<file path="src/rtl/srrw_pkg.sv">
// ----------------------------------------------------------------------------
// srrw_pkg
// Shared types and constants of the selective-repeat receive window.
// ----------------------------------------------------------------------------
package srrw_pkg;

  localparam int unsigned SEQ_W      = 3;   // sequence number width, space of 8
  localparam int unsigned HOLD_DEPTH = 4;   // reorder buffer entries
  localparam int unsigned CNT_W      = 3;   // holds 0..HOLD_DEPTH
  localparam int unsigned OUT_PAY_W  = 32;  // delivered payload width

  localparam logic KIND_ACK     = 1'b0;
  localparam logic KIND_DELIVER = 1'b1;

  // controller -> datapath
  typedef struct packed {
    logic accept;     // take the packet, insert it, note a previous-window ack
    logic emit_ack;   // present the pending ack
    logic emit_dlv;   // present the buffer head and pop it
    logic last;       // final result of this transaction
  } ctrl_cmd_t;

  // datapath -> controller
  typedef struct packed {
    logic ack_pend;   // previous-window ack waits
    logic dlv_ready;  // buffer head equals window base
  } dp_status_t;

endpackage

</file>
<file path="src/rtl/srrw_ctrl.sv">
// ----------------------------------------------------------------------------
// srrw_ctrl
// Sequencer: accept, then up to two results.
// ----------------------------------------------------------------------------
module srrw_ctrl (
  input  logic                   clk_i,
  input  logic                   rst_ni,
  input  logic                   start,
  output logic                   busy,
  input  srrw_pkg::dp_status_t   status_i,
  output srrw_pkg::ctrl_cmd_t    cmd_o
);

  typedef enum logic [2:0] {
    ST_IDLE    = 3'b001,
    ST_CHECK   = 3'b010,
    ST_DELIVER = 3'b100
  } state_e;

  state_e state_q, state_d;

  always_comb begin
    state_d      = state_q;
    cmd_o        = '0;
    unique case (state_q)
      ST_IDLE: begin
        if (start) begin
          cmd_o.accept = 1'b1;
          state_d      = ST_CHECK;
        end
      end
      ST_CHECK: begin
        priority if (status_i.ack_pend) begin
          cmd_o.emit_ack = 1'b1;
          cmd_o.last     = !status_i.dlv_ready;
          state_d        = status_i.dlv_ready ? ST_DELIVER : ST_IDLE;
        end else if (status_i.dlv_ready) begin
          cmd_o.emit_dlv = 1'b1;
          cmd_o.last     = 1'b1;
          state_d        = ST_IDLE;
        end else begin
          state_d = ST_IDLE;
        end
      end
      ST_DELIVER: begin
        cmd_o.emit_dlv = 1'b1;
        cmd_o.last     = 1'b1;
        state_d        = ST_IDLE;
      end
      default: state_d = ST_IDLE;
    endcase
  end

  always_ff @(posedge clk_i or negedge rst_ni) begin
    if (!rst_ni) begin
      state_q <= ST_IDLE;
    end else begin
      state_q <= state_d;
    end
  end

  assign busy = (state_q != ST_IDLE);

endmodule

</file>
<file path="src/rtl/srrw_dp.sv">
// ----------------------------------------------------------------------------
// srrw_dp
// Window base, sorted reorder buffer and result register.
// ----------------------------------------------------------------------------
module srrw_dp #(
  parameter int unsigned WINDOW_SIZE  = 4,
  parameter int unsigned PAYLOAD_BITS = 32
) (
  input  logic                           clk_i,
  input  logic                           rst_ni,
  input  srrw_pkg::ctrl_cmd_t            cmd_i,
  output srrw_pkg::dp_status_t           status_o,
  input  logic [srrw_pkg::SEQ_W-1:0]     seq_num_i,
  input  logic                           checksum_ok_i,
  input  logic [PAYLOAD_BITS-1:0]        payload_i,
  output logic                           result_valid_o,
  output logic                           result_kind_o,
  output logic [srrw_pkg::SEQ_W-1:0]     ack_num_o,
  output logic [srrw_pkg::OUT_PAY_W-1:0] delivered_payload_o,
  output logic                           last_o
);

  localparam int unsigned SeqW  = srrw_pkg::SEQ_W;
  localparam int unsigned Depth = srrw_pkg::HOLD_DEPTH;
  localparam int unsigned CntW  = srrw_pkg::CNT_W;
  localparam int unsigned OutW  = srrw_pkg::OUT_PAY_W;

  logic [SeqW-1:0]         base_q, base_d;
  logic [CntW-1:0]         count_q, count_d;
  logic [SeqW-1:0]         hseq_q [Depth];
  logic [SeqW-1:0]         hseq_d [Depth];
  logic [PAYLOAD_BITS-1:0] hpay_q [Depth];
  logic [PAYLOAD_BITS-1:0] hpay_d [Depth];
  logic                    ack_pend_q, ack_pend_d;
  logic [SeqW-1:0]         ack_seq_q, ack_seq_d;
  logic                    live_q, live_d;   // last packet passed full/checksum test

  logic                    res_valid_q, res_kind_q, res_last_q;
  logic [SeqW-1:0]         res_ack_q;
  logic [OutW-1:0]         res_pay_q;

  logic [SeqW-1:0]         off, back;
  logic                    drop, in_win, dup, found;
  logic [CntW-1:0]         pos;
  logic [OutW-1:0]         head_pay;

  // head payload resized to the result width
  if (PAYLOAD_BITS >= OutW) begin : g_trunc
    assign head_pay = hpay_q[0][OutW-1:0];
  end else begin : g_ext
    assign head_pay = {{(OutW - PAYLOAD_BITS){1'b0}}, hpay_q[0]};
  end

  assign off    = seq_num_i - base_q;
  assign back   = base_q - seq_num_i;
  assign drop   = (count_q >= CntW'(Depth)) || !checksum_ok_i;
  assign in_win = (off < SeqW'(WINDOW_SIZE));

  // duplicate check and sorted insert position
  always_comb begin
    dup   = 1'b0;
    found = 1'b0;
    pos   = count_q;
    for (int i = 0; i < Depth; i++) begin
      if (CntW'(i) < count_q) begin
        if (hseq_q[i] == seq_num_i) dup = 1'b1;
        if (!found && ((hseq_q[i] - base_q) > off)) begin
          found = 1'b1;
          pos   = CntW'(i);
        end
      end
    end
  end

  always_comb begin
    base_d     = base_q;
    count_d    = count_q;
    hseq_d     = hseq_q;
    hpay_d     = hpay_q;
    ack_pend_d = ack_pend_q;
    ack_seq_d  = ack_seq_q;
    live_d     = live_q;
    priority if (cmd_i.accept) begin
      live_d     = !drop;
      ack_pend_d = !drop && (back != '0) && (back <= SeqW'(WINDOW_SIZE));
      ack_seq_d  = seq_num_i;
      if (!drop && in_win && !dup) begin
        for (int i = 0; i < Depth; i++) begin
          if (CntW'(i) == pos) begin
            hseq_d[i] = seq_num_i;
            hpay_d[i] = payload_i;
          end else if (CntW'(i) > pos && i > 0) begin
            hseq_d[i] = hseq_q[(i > 0) ? i - 1 : 0];
            hpay_d[i] = hpay_q[(i > 0) ? i - 1 : 0];
          end
        end
        count_d = count_q + CntW'(1);
      end
    end else if (cmd_i.emit_dlv) begin
      for (int i = 0; i < Depth - 1; i++) begin
        hseq_d[i] = hseq_q[i + 1];
        hpay_d[i] = hpay_q[i + 1];
      end
      count_d = count_q - CntW'(1);
      base_d  = base_q + SeqW'(1);
    end else if (cmd_i.emit_ack) begin
      ack_pend_d = 1'b0;
    end else begin
      ack_pend_d = ack_pend_q;
    end
  end

  // a dropped packet causes no delivery either
  assign status_o.ack_pend  = ack_pend_q;
  assign status_o.dlv_ready = live_q && (count_q != '0) && (hseq_q[0] == base_q);

  always_ff @(posedge clk_i or negedge rst_ni) begin
    if (!rst_ni) begin
      base_q      <= '0;
      count_q     <= '0;
      ack_pend_q  <= 1'b0;
      live_q      <= 1'b0;
      res_valid_q <= 1'b0;
    end else begin
      base_q      <= base_d;
      count_q     <= count_d;
      ack_pend_q  <= ack_pend_d;
      live_q      <= live_d;
      res_valid_q <= cmd_i.emit_ack | cmd_i.emit_dlv;
    end
  end

  always_ff @(posedge clk_i) begin
    hseq_q    <= hseq_d;
    hpay_q    <= hpay_d;
    ack_seq_q <= ack_seq_d;
    if (cmd_i.emit_ack) begin
      res_kind_q <= srrw_pkg::KIND_ACK;
      res_ack_q  <= ack_seq_q;
      res_pay_q  <= '0;
      res_last_q <= cmd_i.last;
    end else if (cmd_i.emit_dlv) begin
      res_kind_q <= srrw_pkg::KIND_DELIVER;
      res_ack_q  <= hseq_q[0];
      res_pay_q  <= head_pay;
      res_last_q <= cmd_i.last;
    end
  end

  assign result_valid_o      = res_valid_q;
  assign result_kind_o       = res_kind_q;
  assign ack_num_o           = res_ack_q;
  assign delivered_payload_o = res_pay_q;
  assign last_o              = res_last_q;

endmodule

</file>
<file path="src/rtl/selective_repeat_receive_window.sv">
// ----------------------------------------------------------------------------
// selective_repeat_receive_window
// Selective-repeat receiver: 3-bit sequence space, reorder buffer of four.
// ----------------------------------------------------------------------------
// Usage:
//   Input: a packet transaction is taken at a rising edge with start high
//   and busy low (seq_num_i, checksum_ok_i, payload_i sampled there).
//   Output: each result is shown for exactly one cycle with result_valid_o
//   high; the receiver cannot stall, so nothing is held back.
// Sequence:
//   The accept edge checks the packet and inserts it in the sorted buffer.
//   The first result is decided in the check state and registered; a
//   second result (a delivery after a previous-window ack) follows in
//   the next cycle. A packet keeps busy high through the check state and,
//   for two results, the deliver state; busy is low again in the cycle in
//   which the final result is shown, so the next packet may be taken then.
//   The rate is set by the controller's sequence: insert, ack, deliver.
// Reset:
//   rst_ni (async, active low) clears window base, fill count, pending ack
//   and the result strobe. Buffer entries are not cleared; only entries
//   below the fill count are ever used.
// ----------------------------------------------------------------------------
module selective_repeat_receive_window #(
  parameter int unsigned WINDOW_SIZE  = 4,
  parameter int unsigned PAYLOAD_BITS = 32
) (
  input  logic                           clk_i,
  input  logic                           rst_ni,
  input  logic                           start,
  output logic                           busy,
  input  logic [srrw_pkg::SEQ_W-1:0]     seq_num_i,
  input  logic                           checksum_ok_i,
  input  logic [PAYLOAD_BITS-1:0]        payload_i,
  output logic                           result_valid_o,
  output logic                           result_kind_o,
  output logic [srrw_pkg::SEQ_W-1:0]     ack_num_o,
  output logic [srrw_pkg::OUT_PAY_W-1:0] delivered_payload_o,
  output logic                           last_o
);

  srrw_pkg::ctrl_cmd_t  cmd;
  srrw_pkg::dp_status_t status;

  // sequencer: accept, then an ack and/or a delivery
  srrw_ctrl u_ctrl (
    .clk_i    (clk_i),
    .rst_ni   (rst_ni),
    .start    (start),
    .busy     (busy),
    .status_i (status),
    .cmd_o    (cmd)
  );

  // window state, reorder buffer and registered result
  srrw_dp #(
    .WINDOW_SIZE  (WINDOW_SIZE),
    .PAYLOAD_BITS (PAYLOAD_BITS)
  ) u_dp (
    .clk_i               (clk_i),
    .rst_ni              (rst_ni),
    .cmd_i               (cmd),
    .status_o            (status),
    .seq_num_i           (seq_num_i),
    .checksum_ok_i       (checksum_ok_i),
    .payload_i           (payload_i),
    .result_valid_o      (result_valid_o),
    .result_kind_o       (result_kind_o),
    .ack_num_o           (ack_num_o),
    .delivered_payload_o (delivered_payload_o),
    .last_o              (last_o)
  );

endmodule
</file>
<file path="config.mk">
export PLATFORM = sky130hd
export DESIGN_NAME = selective_repeat_receive_window
export DESIGN_NICKNAME = d
export VERILOG_FILES = /design/src/rtl/srrw_pkg.sv /design/src/rtl/srrw_ctrl.sv /design/src/rtl/srrw_dp.sv /design/src/rtl/selective_repeat_receive_window.sv
export SDC_FILE = /design/constraint.sdc
export NUM_CORES = 1
export LEC_CHECK = 0
export BUFFER_PORTS_ARGS = -buffer_cell sky130_fd_sc_hd__buf_2
export CAP_MARGIN = 20
export CORE_MARGIN = 4
export CORE_UTILIZATION = 35
export DETAILED_ROUTE_END_ITERATION = 16
export HOLD_SLACK_MARGIN = 0.12
export MAX_ROUTING_LAYER = met4
export PLACE_DENSITY = 0.47
export SLEW_MARGIN = 20
export SYNTH_ARGS = -nofsm -noshare
export SYNTH_HDL_FRONTEND = slang
export SYNTH_SLANG_ARGS = --single-unit
export TNS_END_PERCENT = 100
</file>
<file path="constraint.sdc">
create_clock -name clk_i -period 17.1 [get_ports clk_i]
set_input_delay 0.855 -clock clk_i [delete_from_list [all_inputs] [get_ports clk_i]]
set_output_delay 0.855 -clock clk_i [all_outputs]
set_load 0.01 [all_outputs]
</file>
# After elaboration in Yosys (flattened, before gate mapping)
# Cells that the tools add are included.
# W data, S select, Z words.
# word_totals
reg_bits	192
wordCells	157
inputBits	39
# classes
mux	64
bitwise	2
n_addsub	9
order_cmp	14
reduce_logical	31
n_eq_ne	18
# op_table
operator	n
$mux W32	7
$mux W96	2
$mux W128	1
$mux W3	23
$mux W1	25
$mux W9	2
$sub A3 B3 Y3	6
$eq A3 B3 Y1	5
$gt A3 B3 Y1	4
$mux W12	1
$reduce_and A3 Y1	4
$logic_and A1 B1 Y1	9
$ne A3 B1 Y1 const B	3
$reduce_bool A2 Y1	4
$logic_not A1 Y1	7
$add A3 B1 Y3 const B	2
$eq A2 B3 Y1 const A	2
$gt A2 B3 Y1 const A	2
$lt A1 B3 Y1 const A	2
$lt A2 B3 Y1 const A	2
$pmux W3 S2	1
$reduce_and A2 Y1	3
$reduce_bool A3 Y1	2
$ne A2 B1 Y1 const B	2
other kinds (16)	17

# Logic depth before layout (Yosys ltp)
# logic_depth
ltp_word	21
depth_mapped	14
depth_no_buf	12

# Modules after synthesis
# A second synthesis with hierarchy kept.
# hier_totals
hier_cells	905
area_unflattened_um2	10507.6
# modules_own_cells
mod	instances	area_each_um2	cells_per_inst
srrw_dp	1	10307.4	888
srrw_ctrl	1	200.2	17

# Worst setup path before layout
# OpenSTA, ideal clock, no wires.
# synth_path
path_type	input -> register
startpoint	in seq_num_i[0] in the netlist's numbering
endpoint	reg u_dp.hpay_q (netlist bit u_dp.head_pay[0]) (enable)
path_buffers	1
setup_slack_ps	10717
required_time_ps	16615
arrival_ps	5898
path_stages	12
setup_time_ps	485
path_cell_list	buf_2 > inv_1 > ha_1 > inv_1 > fa_1 > xor3_2 > ha_1 > a21o_1 > a21oi_1 > nor2_1 > or4_1 > a221oi_1
# synth_between
elab_chain_len	19
elab_cells_between_ends	45
classes_between	add/sub: 1; order compare: 5; eq/ne: 6; mux: 22; reduce/logical: 11
# synth_rtl
element	line_no	source
start: declaration	selective_repeat_receive_window.sv:31	input logic [srrw_pkg::SEQ_W-1:0] seq_num_i,
$sub A3 B3 Y3	srrw_dp.sv:54	assign off = seq_num_i - base_q;
$gt A3 B3 Y1	srrw_dp.sv:67	if (!found && ((hseq_q[i] - base_q) > off)) begin
$mux W1	srrw_dp.sv:67	
$mux W1	srrw_dp.sv:65	if (CntW'(i) < count_q) begin
$logic_not A1 Y1	srrw_dp.sv:67	
$logic_and A1 B1 Y1	srrw_dp.sv:67	
$mux W1	srrw_dp.sv:67	
$mux W1	srrw_dp.sv:65	
[3 not listed]	--	
$mux W1	srrw_dp.sv:65	
$logic_not A1 Y1	srrw_dp.sv:67	
$logic_and A1 B1 Y1	srrw_dp.sv:67	
$mux W3	srrw_dp.sv:67	
$mux W3	srrw_dp.sv:65	
$logic_not A3 Y1	srrw_dp.sv:89	if (CntW'(i) == pos) begin
$ne A2 B1 Y1 (no line)	--	
$reduce_and A3 Y1 (no line) *	--	
end signal: assignment	srrw_dp.sv:135	hpay_q <= hpay_d;
end: declaration	srrw_dp.sv:32	logic [PAYLOAD_BITS-1:0] hpay_q [Depth];
# Every way passes the cells marked *; elsewhere a longest branch is shown, timed or not.
# A chain may end at the register's enable or synchronous reset.

==> qor.yml <==
run_status:
  status: "finished clean"
global_routing:
  grt_max_degree: 103
  grt_pass1_vias: 6239
  grt_pass1_wl_mm: 36.73
  grt_overflow: 0
  grt_use_total_pct: 16.88
  antenna_found_initial: 0
worst_setup_path:
  crit_path_max_fanout: 58
  crit_type: "in -> reg"
  critPathRequiredTime_ns: 17.40
  start_kind: "input pin"
  crit_arrival_ns: 5.60
  cp-end-kind: "register"
timing:
  fmax_ghz: 0.1884
  period_minus_slack_ns: 5.307
  min_period_over_period_pct: 31.04
  slew_headroom_pct: 29.62
  finalSetupTns_ns: 0
  rsz0062_at_grt: "false"
  finalSetupViolCount: 0
  final-hold-violation-count: 0
  finClkSkew_ns: 0.01614
  drv_slew: 0
  worst_pin_slew_ns: 1.056
synth:
  synth.top_cells.by_count: "edfxtp_1, nand2_1, a21oi_1, o21ai_0"
  yosys.area.top_type: "edfxtp_1"
  ys_types: 59
  ys_seq_area_share_pct: 58.10
  yosys_warnings: 0
  ys.flop_type: "edfxtp_1"
  postSynthAreaPerCell_um2: 12.39
  yosysMostFrequentCell: "edfxtp_1"
  ys_seq_elements: 192
  syn-cell-area_mm2: 0.009254
  yosysTopAreaCellShare_pct: 47.70
  synth_area_leaders: "edfxtp_1, dfxtp_1, mux2_2"
  synth-edff-count: 147
  synth_cells: 747
  syn_nets: 814
  synthArstFlopShare_pct: 6.250
worst_hold_path:
  hp-class: "in -> async"
detailed_routing:
  num_vias: 6135
  drc: 0
  routed_wl_mm: 24.07
  drt_first_pass_iters: 4
  vias_per_cell: 5.344
  ant_nets: 0
  drt_iter0_drc: 466
  wl_per_cell_um: 20.97
floorplan:
  initial_core_util_pct: 35.51
  rows: 59
  ios: 78
  fp.dieArea_mm2: 0.02910
  die_h_um: 170.6
  core_area_mm2: 0.02606
  die_w_um: 170.6
placement:
  place.gp.congestion: 0.8559
  dp.final_hpwl_mm: 14.03
  port-buffer-count: 77
clock_tree:
  cts_hold_buf: 0
  numCtsBuffers: 17
  cts.clk_slew.worst_paths_ns: 0.07
  cts_resized: 0
  clockBufferDepth: 2
  htreeDepth: 4
  post_cts_buffers: 0
  cts_tree: "done"
  clock_sinks: 192
  worstSkewPairLatency_ns: 0.43
  root_buffer: "clkbuf_16"
layout:
  area_growth_pct: 13.91
  antennaDiodeCount: 0
  register_area_mm2: 0.005376
  n_fill_cell: 2480
  nets: 868
  drive_gt1_share_pct: 22.14
  multi_input_area_mm2: 0.003607
pwr:
  power_per_cell_area_mw_per_mm2: 92.58
  p_leak_nw: 3.883
  p_total_mw: 0.9759
  peakVddDrop_mv: 0.05126
run:
  drv_cap: 0
-- final timing paths --
check / cells past startpoint / from / slack, ns / endpoint
worst max-delay path: 12 / seq_num_i[0] / 11.79 / u_dp.hpay_q[38]
worst min-delay path: 1 / rst_ni / 0.31 / u_dp.count_q[2]
worst max register to register: 10 / u_dp.base_q[0] / 11.99 / u_dp.hpay_q[38]
worst min register to register: 2 / u_dp.delivered_payload_o[22] / 0.45 / u_dp.delivered_payload_o[22]
max in group asynchronous: 1 / rst_ni / 16.51 / u_ctrl.state_q[0]
min in group clk_i: 2 / u_dp.delivered_payload_o[22] / 0.45 / u_dp.delivered_payload_o[22]
-- cell usage in the layout (no fill, tap or decap), drive strengths merged, types with 4 or more instances in the layout --
| master | netlist | final |
|---|---|---|
| dfxtp | 33 | 33 |
| nor2 | 9 | 9 |
| ha | 23 | 23 |
| edfxtp | 147 | 147 |
| inv | 22 | 24 |
| clkinvlp | 0 | 4 |
| clkbuf | 29 | 21 |
| a21oi | 43 | 43 |
| buf | 22 | 86 |
| a22o | 33 | 33 |
| nand2b | 6 | 6 |
| o21ai | 39 | 39 |
| fa | 5 | 5 |
| nand2 | 108 | 108 |
| mux2i | 37 | 37 |
| dfrtp | 11 | 11 |
| a221o | 35 | 35 |
| mux2 | 36 | 36 |
| and2 | 37 | 37 |
| xnor2 | 11 | 11 |
| xor2 | 14 | 14 |
-- per-stage QoR --
stage	util, %	worst slack (ns)	cell area (um2)	std cells	hold slack [ns]
floorplan	-	10.72	9254	747	0.4478
global placement	38.15	11.30	9942	1117	0.4397
detailed placement	38.15	11.26	9942	1117	0.4436
CTS	40.45	11.71	10540	1148	0.3060
global route	40.45	11.50	10540	1148	0.3182
finish	40.45	11.79	10540	1148	0.3078
-- critical path, cell delays in order --
cell and delay [ns]:
buf_2 0.17, inv_1 0.12, ha_1 0.15, inv_1 0.05, fa_1 0.36, xor3_2 0.29, o41ai_1 0.09, or4_2 1.17
inv_2 0.44, buf_4 0.68, o21a_2 0.88, a221o_2 0.31
-- kinds of logic after synthesis --
group,Yosys count,synth area share [%]
DFF,192,58.10
AOI/OAI and AO/OA,179,14.06
and+or+nand+nor,175,8.856
buffers and inverters,74,3.772
muxes,73,8.383
adders and majority gates,28,4.192
xor gates and xnor gates,26,2.637
-- flip-flops by register name (all words and copies together) (netlist names), 3 cells and up --
name and cells:
u_dp.hseq_q 12, u_dp.base_q 3, u_dp.ack_seq_q 3, u_dp.hpay_q 96, u_dp.ack_num_o 3, u_dp.count_q 3
u_ctrl.state_q 3, u_dp.delivered_payload_o 32, u_dp.head_pay 32
-- final cells by class --
class / instances / area share, %
timing repair buffer: 86 / 4.297
sequential: 192 / 51.00
clock inverter: 10 / 1.211
clock buffer: 21 / 4.475
multi-input combinational: 481 / 34.22
inverter: 23 / 0.8190
tap: 335 / 3.976
-- power breakdown --
group | switching (mW) | internal, mW
Sequential | 0.000750 | 0.501
Combinational | 0.0371 | 0.0268
Clock | 0.180 | 0.230
Total | 0.218 | 0.758
-- routing by layer --
layer  routed length, um  GRT usage (%)
met5                   0              -
met4                 284          3.993
met3                 938          2.865
met2               11230          26.34
met1               11610          23.22
(Power assumes the default switching activity.)
